<file path="config.mk">
export PLATFORM = sky130hd
export DESIGN_NAME = touch_sample_filter_and_press_tracker
export DESIGN_NICKNAME = d
export VERILOG_FILES = /design/src/rtl/tsf_pkg.sv /design/src/rtl/tsf_front.sv /design/src/rtl/tsf_queue.sv /design/src/rtl/tsf_back.sv /design/src/rtl/touch_sample_filter_and_press_tracker.sv
export SDC_FILE = /design/constraint.sdc
export NUM_CORES = 2
export LEC_CHECK = 0
export BUFFER_PORTS_ARGS = -buffer_cell sky130_fd_sc_hd__buf_2
export CORE_ASPECT_RATIO = 1.75
export CORE_MARGIN = 2
export CORE_UTILIZATION = 50
export DETAILED_ROUTE_END_ITERATION = 6
export PLACE_DENSITY = 0.66
export REMOVE_ABC_BUFFERS = 1
export SETUP_SLACK_MARGIN = 0.02
export SLEW_MARGIN = 10
export SYNTH_ARGS = -nofsm -noshare
export SYNTH_HDL_FRONTEND = slang
export SYNTH_SLANG_ARGS = --single-unit
</file>
<file path="constraint.sdc">
create_clock -name clk -period 26.4 [get_ports clk]
set_clock_uncertainty 0.1 [all_clocks]
set_input_delay 5.28 -clock clk [delete_from_list [all_inputs] [get_ports clk]]
set_output_delay 5.28 -clock clk [all_outputs]
set_load 0.05 [all_outputs]
</file>
<file path="src/rtl/tsf_pkg.sv">
// Shared types, constants and register indexes of the touch sample filter.
// Used by every module of the block; depends on nothing.
package tsf_pkg;

	localparam int SAMPLES_PER_AXIS = 5;
	localparam int DROP_EACH_END = 1;
	localparam int KEPT = SAMPLES_PER_AXIS - 2 * DROP_EACH_END;
	localparam int IDX_W = $clog2(SAMPLES_PER_AXIS);
	localparam int SMP_W = 12;
	localparam int SUM_W = 16;
	localparam int RECIP_W = 33;
	localparam int COORD_W = 16;
	localparam int CFG_IDX_W = 3;
	localparam int CFG_DATA_W = 32;
	localparam int PROD_W = 46;

	localparam longint unsigned RECIP_L =
		(KEPT > 0) ? ((64'd1 << 32) + 64'(KEPT) - 64'd1) / 64'(KEPT) : 64'd0;
	localparam logic [RECIP_W-1:0] RECIP = RECIP_W'(RECIP_L);

	localparam logic [COORD_W-1:0] COORD_IDLE = 16'hFFFF;
	localparam logic [SMP_W-1:0] AGREE_LIM_RST = 12'd50;

	localparam logic [1:0] KIND_SAMPLE = 2'd0;
	localparam logic [1:0] KIND_PEN_UP = 2'd1;
	localparam logic [1:0] KIND_ACK = 2'd2;

	localparam logic [1:0] GRP_FIRST_A = 2'd0;
	localparam logic [1:0] GRP_SECOND_A = 2'd1;
	localparam logic [1:0] GRP_FIRST_B = 2'd2;
	localparam logic [1:0] GRP_SECOND_B = 2'd3;

	localparam logic [CFG_IDX_W-1:0] REG_OUTPUT_MODE = 3'd0;
	localparam logic [CFG_IDX_W-1:0] REG_SWAP_AXES = 3'd1;
	localparam logic [CFG_IDX_W-1:0] REG_AGREE_LIM = 3'd2;
	localparam logic [CFG_IDX_W-1:0] REG_X_GAIN = 3'd3;
	localparam logic [CFG_IDX_W-1:0] REG_X_OFFSET = 3'd4;
	localparam logic [CFG_IDX_W-1:0] REG_Y_GAIN = 3'd5;
	localparam logic [CFG_IDX_W-1:0] REG_Y_OFFSET = 3'd6;

	typedef struct packed {
		logic [1:0] kind;
		logic [SMP_W-1:0] sample;
	} item_t;

	typedef struct packed {
		logic [COORD_W-1:0] pos_x;
		logic [COORD_W-1:0] pos_y;
		logic [COORD_W-1:0] start_x;
		logic [COORD_W-1:0] start_y;
		logic pressed;
		logic new_press;
		logic reading_valid;
	} result_t;

	typedef enum logic [1:0] {
		OP_STORE,
		OP_GROUP_END,
		OP_PEN_UP,
		OP_ACK
	} op_e;

	typedef struct packed {
		op_e op;
		logic [IDX_W-1:0] idx;
		logic [1:0] grp;
		logic [SMP_W-1:0] sample;
	} op_t;

	typedef struct packed {
		logic output_mode;
		logic swap_axes;
		logic [SMP_W-1:0] agree_lim;
		logic signed [31:0] x_gain;
		logic signed [31:0] x_offset;
		logic signed [31:0] y_gain;
		logic signed [31:0] y_offset;
	} cfg_t;

	typedef struct packed {
		logic push;
		logic pop;
	} q_ctl_t;

	typedef struct packed {
		logic full;
		logic empty;
	} q_sts_t;

endpackage

</file>
<file path="src/rtl/tsf_front.sv">
// Front end: accepts input transactions, tracks sample and group position,
// and turns each sample, pen-up or acknowledge transaction into an operation for the queue. Uses tsf_pkg.
module tsf_front (
	input logic clk,
	input logic arst_n,
	input logic item_valid,
	output logic item_ready,
	input tsf_pkg::item_t item,
	input tsf_pkg::q_sts_t q_sts,
	output logic q_push,
	output tsf_pkg::op_t q_wdata
);
	import tsf_pkg::*;

	logic [IDX_W-1:0] cnt_q;
	logic [1:0] grp_q;
	logic take;
	logic last;

	assign item_ready = !q_sts.full;
	assign take = item_valid && item_ready;
	assign last = (cnt_q == IDX_W'(SAMPLES_PER_AXIS - 1));

	always_comb begin
		q_push = 1'b0;
		q_wdata.op = OP_STORE;
		q_wdata.idx = cnt_q;
		q_wdata.grp = grp_q;
		q_wdata.sample = item.sample;
		case (item.kind)
			KIND_SAMPLE: begin
				q_push = take;
				q_wdata.op = last ? OP_GROUP_END : OP_STORE;
			end
			KIND_PEN_UP: begin
				q_push = take;
				q_wdata.op = OP_PEN_UP;
			end
			KIND_ACK: begin
				q_push = take;
				q_wdata.op = OP_ACK;
			end
			default: begin
				q_push = 1'b0;
			end
		endcase
	end

	always_ff @(posedge clk or negedge arst_n) begin
		if (!arst_n) begin
			cnt_q <= '0;
			grp_q <= '0;
		end else if (take) begin
			if (item.kind == KIND_SAMPLE) begin
				if (last) begin
					cnt_q <= '0;
					grp_q <= grp_q + 2'd1;
				end else begin
					cnt_q <= cnt_q + IDX_W'(1);
				end
			end else if (item.kind == KIND_PEN_UP) begin
				cnt_q <= '0;
				grp_q <= '0;
			end
		end
	end

endmodule

</file>
<file path="src/rtl/tsf_queue.sv">
// Two-entry queue of operations between the front end and the back end.
// Uses tsf_pkg for the operation type and the control structs.
module tsf_queue (
	input logic clk,
	input logic arst_n,
	input tsf_pkg::q_ctl_t q_ctl,
	input tsf_pkg::op_t wdata,
	output tsf_pkg::op_t rdata,
	output tsf_pkg::q_sts_t q_sts
);
	import tsf_pkg::*;

	op_t mem_q [2];
	logic wr_ptr_q;
	logic rd_ptr_q;
	logic [1:0] fill_q;

	assign q_sts.full = (fill_q == 2'd2);
	assign q_sts.empty = (fill_q == 2'd0);
	assign rdata = mem_q[rd_ptr_q];

	always_ff @(posedge clk) begin
		if (q_ctl.push) begin
			mem_q[wr_ptr_q] <= wdata;
		end
	end

	always_ff @(posedge clk or negedge arst_n) begin
		if (!arst_n) begin
			wr_ptr_q <= 1'b0;
			rd_ptr_q <= 1'b0;
			fill_q <= 2'd0;
		end else begin
			if (q_ctl.push) begin
				wr_ptr_q <= !wr_ptr_q;
			end
			if (q_ctl.pop) begin
				rd_ptr_q <= !rd_ptr_q;
			end
			if (q_ctl.push && !q_ctl.pop) begin
				fill_q <= fill_q + 2'd1;
			end else if (q_ctl.pop && !q_ctl.push) begin
				fill_q <= fill_q - 2'd1;
			end
		end
	end

endmodule

</file>
<file path="src/rtl/tsf_back.sv">
// Back end: stores samples, sorts each group, takes the trimmed mean, checks the
// reading and, unless output_mode selects raw, scales it; tracks the press state and
// holds the result. Uses tsf_pkg.
module tsf_back (
	input logic clk,
	input logic arst_n,
	input tsf_pkg::cfg_t cfg,
	input tsf_pkg::op_t q_rdata,
	input logic q_empty,
	output logic q_pop,
	output logic result_valid,
	input logic result_ready,
	output tsf_pkg::result_t result
);
	import tsf_pkg::*;

	typedef enum logic [5:0] {
		ST_IDLE = 6'b000001,
		ST_SORT = 6'b000010,
		ST_MEAN = 6'b000100,
		ST_STORE = 6'b001000,
		ST_CHECK = 6'b010000,
		ST_SCALE = 6'b100000
	} st_t;

	st_t state_q;
	logic [SMP_W-1:0] grp_q [SAMPLES_PER_AXIS];
	logic [SMP_W-1:0] sorted [SAMPLES_PER_AXIS];
	logic [IDX_W-1:0] pass_q;
	logic [1:0] gsel_q;
	logic [SUM_W+RECIP_W-1:0] prod_q;
	logic [SMP_W-1:0] fa_a_q, fa_b_q, sa_a_q;
	logic [SMP_W-1:0] avg;
	logic [SUM_W-1:0] kept_sum;
	logic [SMP_W-1:0] x1, x2, y1, y2;
	logic [SMP_W-1:0] dx, dy;
	logic [SMP_W:0] sx, sy;
	logic [SMP_W-1:0] rx_q, ry_q;
	logic ok_q;
	logic signed [PROD_W-1:0] px_q, py_q;
	logic [COORD_W-1:0] scx, scy;
	logic [COORD_W-1:0] held_x_q, held_y_q, start_x_q, start_y_q;
	logic pen_q, newp_q;
	result_t nxt;
	result_t result_q;
	logic result_valid_q;
	logic out_free;
	logic emit;
	logic is_event;

	function automatic logic [COORD_W-1:0] sat16(input logic signed [PROD_W-1:0] v);
		logic [PROD_W-17:0] q;
		begin
			q = v[PROD_W-1:16];
			if (v[PROD_W-1]) begin
				sat16 = '0;
			end else if (|q[PROD_W-17:COORD_W]) begin
				sat16 = COORD_IDLE;
			end else begin
				sat16 = q[COORD_W-1:0];
			end
		end
	endfunction

	assign out_free = !result_valid_q || result_ready;
	assign is_event = (q_rdata.op == OP_PEN_UP) || (q_rdata.op == OP_ACK);
	assign q_pop = !q_empty && (state_q == ST_IDLE) && (!is_event || out_free);
	assign emit = (q_pop && is_event) || ((state_q == ST_SCALE) && out_free);
	assign result_valid = result_valid_q;
	assign result = result_q;

	always_comb begin
		sorted = grp_q;
		for (int i = 0; i < SAMPLES_PER_AXIS - 1; i++) begin
			if (((i % 2) == int'(pass_q[0])) && (grp_q[i] > grp_q[i+1])) begin
				sorted[i] = grp_q[i+1];
				sorted[i+1] = grp_q[i];
			end
		end
	end

	always_comb begin
		kept_sum = '0;
		for (int i = DROP_EACH_END; i < SAMPLES_PER_AXIS - DROP_EACH_END; i++) begin
			kept_sum = kept_sum + SUM_W'(grp_q[i]);
		end
	end

	assign avg = prod_q[32 +: SMP_W];

	always_comb begin
		if (cfg.swap_axes) begin
			x1 = sa_a_q;
			x2 = avg;
			y1 = fa_a_q;
			y2 = fa_b_q;
		end else begin
			x1 = fa_a_q;
			x2 = fa_b_q;
			y1 = sa_a_q;
			y2 = avg;
		end
		dx = (x1 > x2) ? x1 - x2 : x2 - x1;
		dy = (y1 > y2) ? y1 - y2 : y2 - y1;
		sx = {1'b0, x1} + {1'b0, x2};
		sy = {1'b0, y1} + {1'b0, y2};
	end

	assign scx = sat16(px_q + PROD_W'(cfg.x_offset));
	assign scy = sat16(py_q + PROD_W'(cfg.y_offset));

	always_comb begin
		nxt.pos_x = held_x_q;
		nxt.pos_y = held_y_q;
		nxt.start_x = start_x_q;
		nxt.start_y = start_y_q;
		nxt.pressed = pen_q;
		nxt.new_press = newp_q;
		nxt.reading_valid = 1'b0;
		if (state_q == ST_SCALE) begin
			if (ok_q) begin
				nxt.pos_x = cfg.output_mode ? COORD_W'(rx_q) : scx;
				nxt.pos_y = cfg.output_mode ? COORD_W'(ry_q) : scy;
				nxt.reading_valid = 1'b1;
			end
			if (!pen_q) begin
				nxt.pressed = 1'b1;
				nxt.new_press = 1'b1;
				nxt.start_x = nxt.pos_x;
				nxt.start_y = nxt.pos_y;
			end
		end else if (q_rdata.op == OP_PEN_UP) begin
			if (pen_q) begin
				nxt.pressed = 1'b0;
			end else begin
				nxt.pos_x = COORD_IDLE;
				nxt.pos_y = COORD_IDLE;
				nxt.start_x = '0;
				nxt.start_y = '0;
			end
		end else begin
			nxt.new_press = 1'b0;
		end
	end

	always_ff @(posedge clk) begin
		case (state_q)
			ST_IDLE: begin
				if (q_pop && !is_event) begin
					grp_q[q_rdata.idx] <= q_rdata.sample;
					gsel_q <= q_rdata.grp;
					pass_q <= '0;
				end
			end
			ST_SORT: begin
				grp_q <= sorted;
				pass_q <= pass_q + IDX_W'(1);
			end
			ST_MEAN: begin
				prod_q <= kept_sum * RECIP;
			end
			ST_STORE: begin
				case (gsel_q)
					GRP_FIRST_A: fa_a_q <= avg;
					GRP_SECOND_A: sa_a_q <= avg;
					GRP_FIRST_B: fa_b_q <= avg;
					default: begin
						ok_q <= (dx < cfg.agree_lim) && (dy < cfg.agree_lim);
						rx_q <= sx[SMP_W:1];
						ry_q <= sy[SMP_W:1];
					end
				endcase
			end
			ST_CHECK: begin
				px_q <= PROD_W'(cfg.x_gain * $signed({1'b0, rx_q}));
				py_q <= PROD_W'(cfg.y_gain * $signed({1'b0, ry_q}));
			end
			default: begin
			end
		endcase
		if (emit) begin
			result_q <= nxt;
		end
	end

	always_ff @(posedge clk or negedge arst_n) begin
		if (!arst_n) begin
			state_q <= ST_IDLE;
			held_x_q <= '0;
			held_y_q <= '0;
			start_x_q <= '0;
			start_y_q <= '0;
			pen_q <= 1'b0;
			newp_q <= 1'b0;
			result_valid_q <= 1'b0;
		end else begin
			if (emit) begin
				held_x_q <= nxt.pos_x;
				held_y_q <= nxt.pos_y;
				start_x_q <= nxt.start_x;
				start_y_q <= nxt.start_y;
				pen_q <= nxt.pressed;
				newp_q <= nxt.new_press;
				result_valid_q <= 1'b1;
			end else if (result_ready) begin
				result_valid_q <= 1'b0;
			end
			case (state_q)
				ST_IDLE: begin
					if (q_pop && (q_rdata.op == OP_GROUP_END)) begin
						state_q <= ST_SORT;
					end
				end
				ST_SORT: begin
					if (pass_q == IDX_W'(SAMPLES_PER_AXIS - 1)) begin
						state_q <= ST_MEAN;
					end
				end
				ST_MEAN: state_q <= ST_STORE;
				ST_STORE: state_q <= (gsel_q == GRP_SECOND_B) ? ST_CHECK : ST_IDLE;
				ST_CHECK: state_q <= ST_SCALE;
				ST_SCALE: begin
					if (out_free) begin
						state_q <= ST_IDLE;
					end
				end
				default: state_q <= ST_IDLE;
			endcase
		end
	end

endmodule

</file>
<file path="src/rtl/touch_sample_filter_and_press_tracker.sv">
// Touch sample filter and press tracker: top level with configuration registers.
// The front end takes one transaction per cycle while the two-entry queue has room.
// In the back end a sample that does not close a group is only stored; a group-closing
// sample goes on through SAMPLES_PER_AXIS sort passes, mean and store, and a set-closing
// one through check and scale, which loads the result; pen-up and acknowledge load it
// when popped. A stalled result holds the back end. Reset loads defaults.
module touch_sample_filter_and_press_tracker (
	input logic clk,
	input logic arst_n,
	input logic item_valid,
	output logic item_ready,
	input tsf_pkg::item_t item,
	output logic result_valid,
	input logic result_ready,
	output tsf_pkg::result_t result,
	input logic cfg_we,
	input logic [tsf_pkg::CFG_IDX_W-1:0] cfg_idx,
	input logic [tsf_pkg::CFG_DATA_W-1:0] cfg_data
);
	import tsf_pkg::*;

	cfg_t cfg_q;
	q_ctl_t q_ctl;
	q_sts_t q_sts;
	op_t q_wdata;
	op_t q_rdata;
	logic q_push;
	logic q_pop;

	assign q_ctl = '{push: q_push, pop: q_pop};

	always_ff @(posedge clk or negedge arst_n) begin
		if (!arst_n) begin
			cfg_q.output_mode <= 1'b0;
			cfg_q.swap_axes <= 1'b0;
			cfg_q.agree_lim <= AGREE_LIM_RST;
			cfg_q.x_gain <= '0;
			cfg_q.x_offset <= '0;
			cfg_q.y_gain <= '0;
			cfg_q.y_offset <= '0;
		end else if (cfg_we) begin
			case (cfg_idx)
				REG_OUTPUT_MODE: cfg_q.output_mode <= cfg_data[0];
				REG_SWAP_AXES: cfg_q.swap_axes <= cfg_data[0];
				REG_AGREE_LIM: cfg_q.agree_lim <= cfg_data[SMP_W-1:0];
				REG_X_GAIN: cfg_q.x_gain <= cfg_data;
				REG_X_OFFSET: cfg_q.x_offset <= cfg_data;
				REG_Y_GAIN: cfg_q.y_gain <= cfg_data;
				REG_Y_OFFSET: cfg_q.y_offset <= cfg_data;
				default: begin
				end
			endcase
		end
	end

	tsf_front u_front (
		.clk(clk),
		.arst_n(arst_n),
		.item_valid(item_valid),
		.item_ready(item_ready),
		.item(item),
		.q_sts(q_sts),
		.q_push(q_push),
		.q_wdata(q_wdata)
	);

	tsf_queue u_queue (
		.clk(clk),
		.arst_n(arst_n),
		.q_ctl(q_ctl),
		.wdata(q_wdata),
		.rdata(q_rdata),
		.q_sts(q_sts)
	);

	tsf_back u_back (
		.clk(clk),
		.arst_n(arst_n),
		.cfg(cfg_q),
		.q_rdata(q_rdata),
		.q_empty(q_sts.empty),
		.q_pop(q_pop),
		.result_valid(result_valid),
		.result_ready(result_ready),
		.result(result)
	);

endmodule

</file>
==> flow_summary.yaml <==
drt:
  wl_um: 171000
  postRouteAntennaNets: 0
  first_pass_iters: 7
  wl_per_cell_um: 21.4
  first_iter_violations: 2818
  drc: 0
  viasPerCell: 5.77
  vias: 46200
sta:
  setup_tns_ns: 0
  worstMarginPinSlew_ns: 1.22
  report.final.slew_viol_count: 0
  hold_viol: 0
  finalSetupViolCount: 0
  finalCritPeriodShare_pct: 38.3
  final.min_clock_period_ns: 10.10
  rsz0062_at_grt: "false"
  fmax_mhz: 99.0
  slew_headroom_pct: 18.6
synth:
  syn_inst: 6344
  synth_seq_cells: 557
  synth_top_area_cell: "fa_1"
  yosys-top-cells-area: "fa_1 24%, edfxtp_1 16%, ha_1 11%"
  synthTopCellsByCount: "983 x inv_1, 746 x fa_1, 604 x nand2_1"
  ys_seq_area_share_pct: 25.1
  synth_top_cell_area_share_pct: 24.0
  yosysUniqueCellTypes: 84
  avgSynthCellArea_um2: 9.80
  ys_warn_count: 0
  async_flop_share_pct: 40.2
  ys.flop_type: "edfxtp_1"
  syn_area_mm2: 0.0622
  synth_edf_count: 333
  yosysMostFrequentCell: "inv_1"
clocking:
  cts_buffer_depth: 3
  cts.reportedPaths.clkPinSlew_ns: 0.07
  htree_levels: 2
  cts_tree: "built"
  root_buffer: "clkbuf_16"
  clock-sinks: 557
  cts_setup_buffers: 0
  clock_latency_ns: 0.67
  postCtsHoldBufs: 0
  cts_buffers: 57
  cts-resized-gates: 0
worst_setup_path:
  max_stage_delay_ns: 0.84
  worst_path_max_delay_cell: "o41ai_1"
  worstSetupPathDepth: 36
  critical_path_arrival_ns: 10.38
  start_kind: "register"
  criticalPathCategory: "reg2reg"
  r2r_cells: 36
  cp_common_cell: "ha_1"
  crit_family: "compound AO/OA/AOI/OAI gates"
  worst-path-buf-inv: 5
  critPathRequiredTime_ns: 26.68
  crit_fanout: 5
  cp-end-kind: "register"
die:
  die-width_um: 271
  start_util_pct: 50.3
  fp-row-count: 171
  dieHeight_um: 471
  ios: 123
  core-area_mm2: 0.124
  fp.dieArea_mm2: 0.127
global_routing:
  first_global_vias: 49800
  grt_max_degree: 92
  gr-usage-all-layers_pct: 27.2
  grt_pass1_wl_um: 270000
  globalRoute.totalOverflow: 0
  antenna_found_initial: 8
cells_and_area:
  drive_above_1_share_pct: 7.69
  multiInputGateArea_mm2: 0.0419
  fin_area_mm2: 0.0662
  final_nets: 7682
  regArea_mm2: 0.0156
  fillers: 11300
  syn2layout_area_growth_pct: 6.47
worst_hold_path:
  holdCritPathClass: "reg2reg"
  min_path_cells: 2
placement:
  place_area_mm2: 0.0644
  io_buffers: 122
  hpwl_um: 137000
  place_congestion: 0.937
flow_run:
  cap_violations: 0
status:
  outcome: "complete, no violations"
## worst paths after layout
path | startpoint | endpoint | slack (ns)
hold / removal | u_back.start_x_q[7] | u_back.start_x_q[7] | 0.38
setup / recovery | u_back.grp_q[24] | u_back.prod_q[43] | 16.30
hold reg to reg | u_back.start_x_q[7] | u_back.start_x_q[7] | 0.38
setup reg to reg | u_back.grp_q[24] | u_back.prod_q[43] | 16.30
min in group asynchronous | arst_n | u_back.held_x_q[14] | 4.52
max in group asynchronous | arst_n | cfg_q[53] | 19.22
## area by class of cell
| cell class | instances | share of cell area (%) |
|---|---|---|
| multi-input combinational | 4537 | 63.3 |
| antenna | 3 | 0.0113 |
| clock buffer | 72 | 2.27 |
| timing repair buffer | 185 | 1.67 |
| inverter | 984 | 5.58 |
| clock inverter | 36 | 0.463 |
| sequential | 557 | 23.6 |
| tap | 1643 | 3.10 |
## cells in the final DEF (no fill, tap or decap), types with 65 or more instances in the layout
cell type / instances
mux2i_1: 77
nor2_1: 243
ha_1: 560
nand3_1: 65
o21ai_0: 220
xnor2_1: 136
a21oi_1: 302
xor2_1: 66
edfxtp_1: 333
dfrtp_1: 219
a21o_1: 88
inv_1: 981
mux2_2: 157
o22ai_1: 66
and2_1: 438
nand2_1: 604
buf_2: 121
fa_1: 746
## tightest hold or removal path: stages (launching register included)
cell,delay (ns)
dfrtp_1,0.34
nand2_1,0.05
o31ai_1,0.05
## stage by stage
stage               cells  setup WS (ns)  util (%)  hold WS (ns)
finish               8017          16.30      53.5         0.376
global route         8014          15.57      53.5         0.407
CTS                  8012          16.30      53.5         0.381
detailed placement   7904          16.36      52.0         0.367
global placement     7904          16.43      52.0         0.360
floorplan            6078          17.69         -         0.348
## metal layers
layer / global-route usage (%) / up-vias / wire, um / part of all wire, %
li1: - / 21000 / - / -
met1: 28.4 / 23400 / 59900 / 35
met2: 52.2 / 1312 / 92500 / 54
met3: 2.77 / 496 / 7180 / 4.2
met4: 15.8 / 4 / 11700 / 6.8
met5: 0 / - / 22 / 0.013
## cells by family after synthesis
family	share of synthesized area, %
compound gates	11.9
xor+xnor	2.84
fa+ha+maj	35.3
buf+inv	7.57
flops	25.1
mux	4.10
simple gates	13.2
## sequential cells by signal, summed over array words and instances (netlist names), 3 cells and up
name / cells
cfg_q: 142
u_back.fa_a_q: 12
u_back.fa_b_q: 12
u_back.grp_q: 60
u_back.held_x_q: 16
u_back.held_y_q: 16
u_back.pass_q: 3
u_back.prod_q: 12
u_back.px_q: 45
u_back.py_q: 45
u_back.result: 67
u_back.rx_q: 12
u_back.ry_q: 12
u_back.sa_a_q: 12
u_back.start_x_q: 16
u_back.start_y_q: 16
u_back.state_q: 6
u_front.cnt_q: 3
u_queue.mem_q: 38
Power is not shown: default switching activity piles up to over one toggle a cycle in this logic, so the estimate is an artifact.
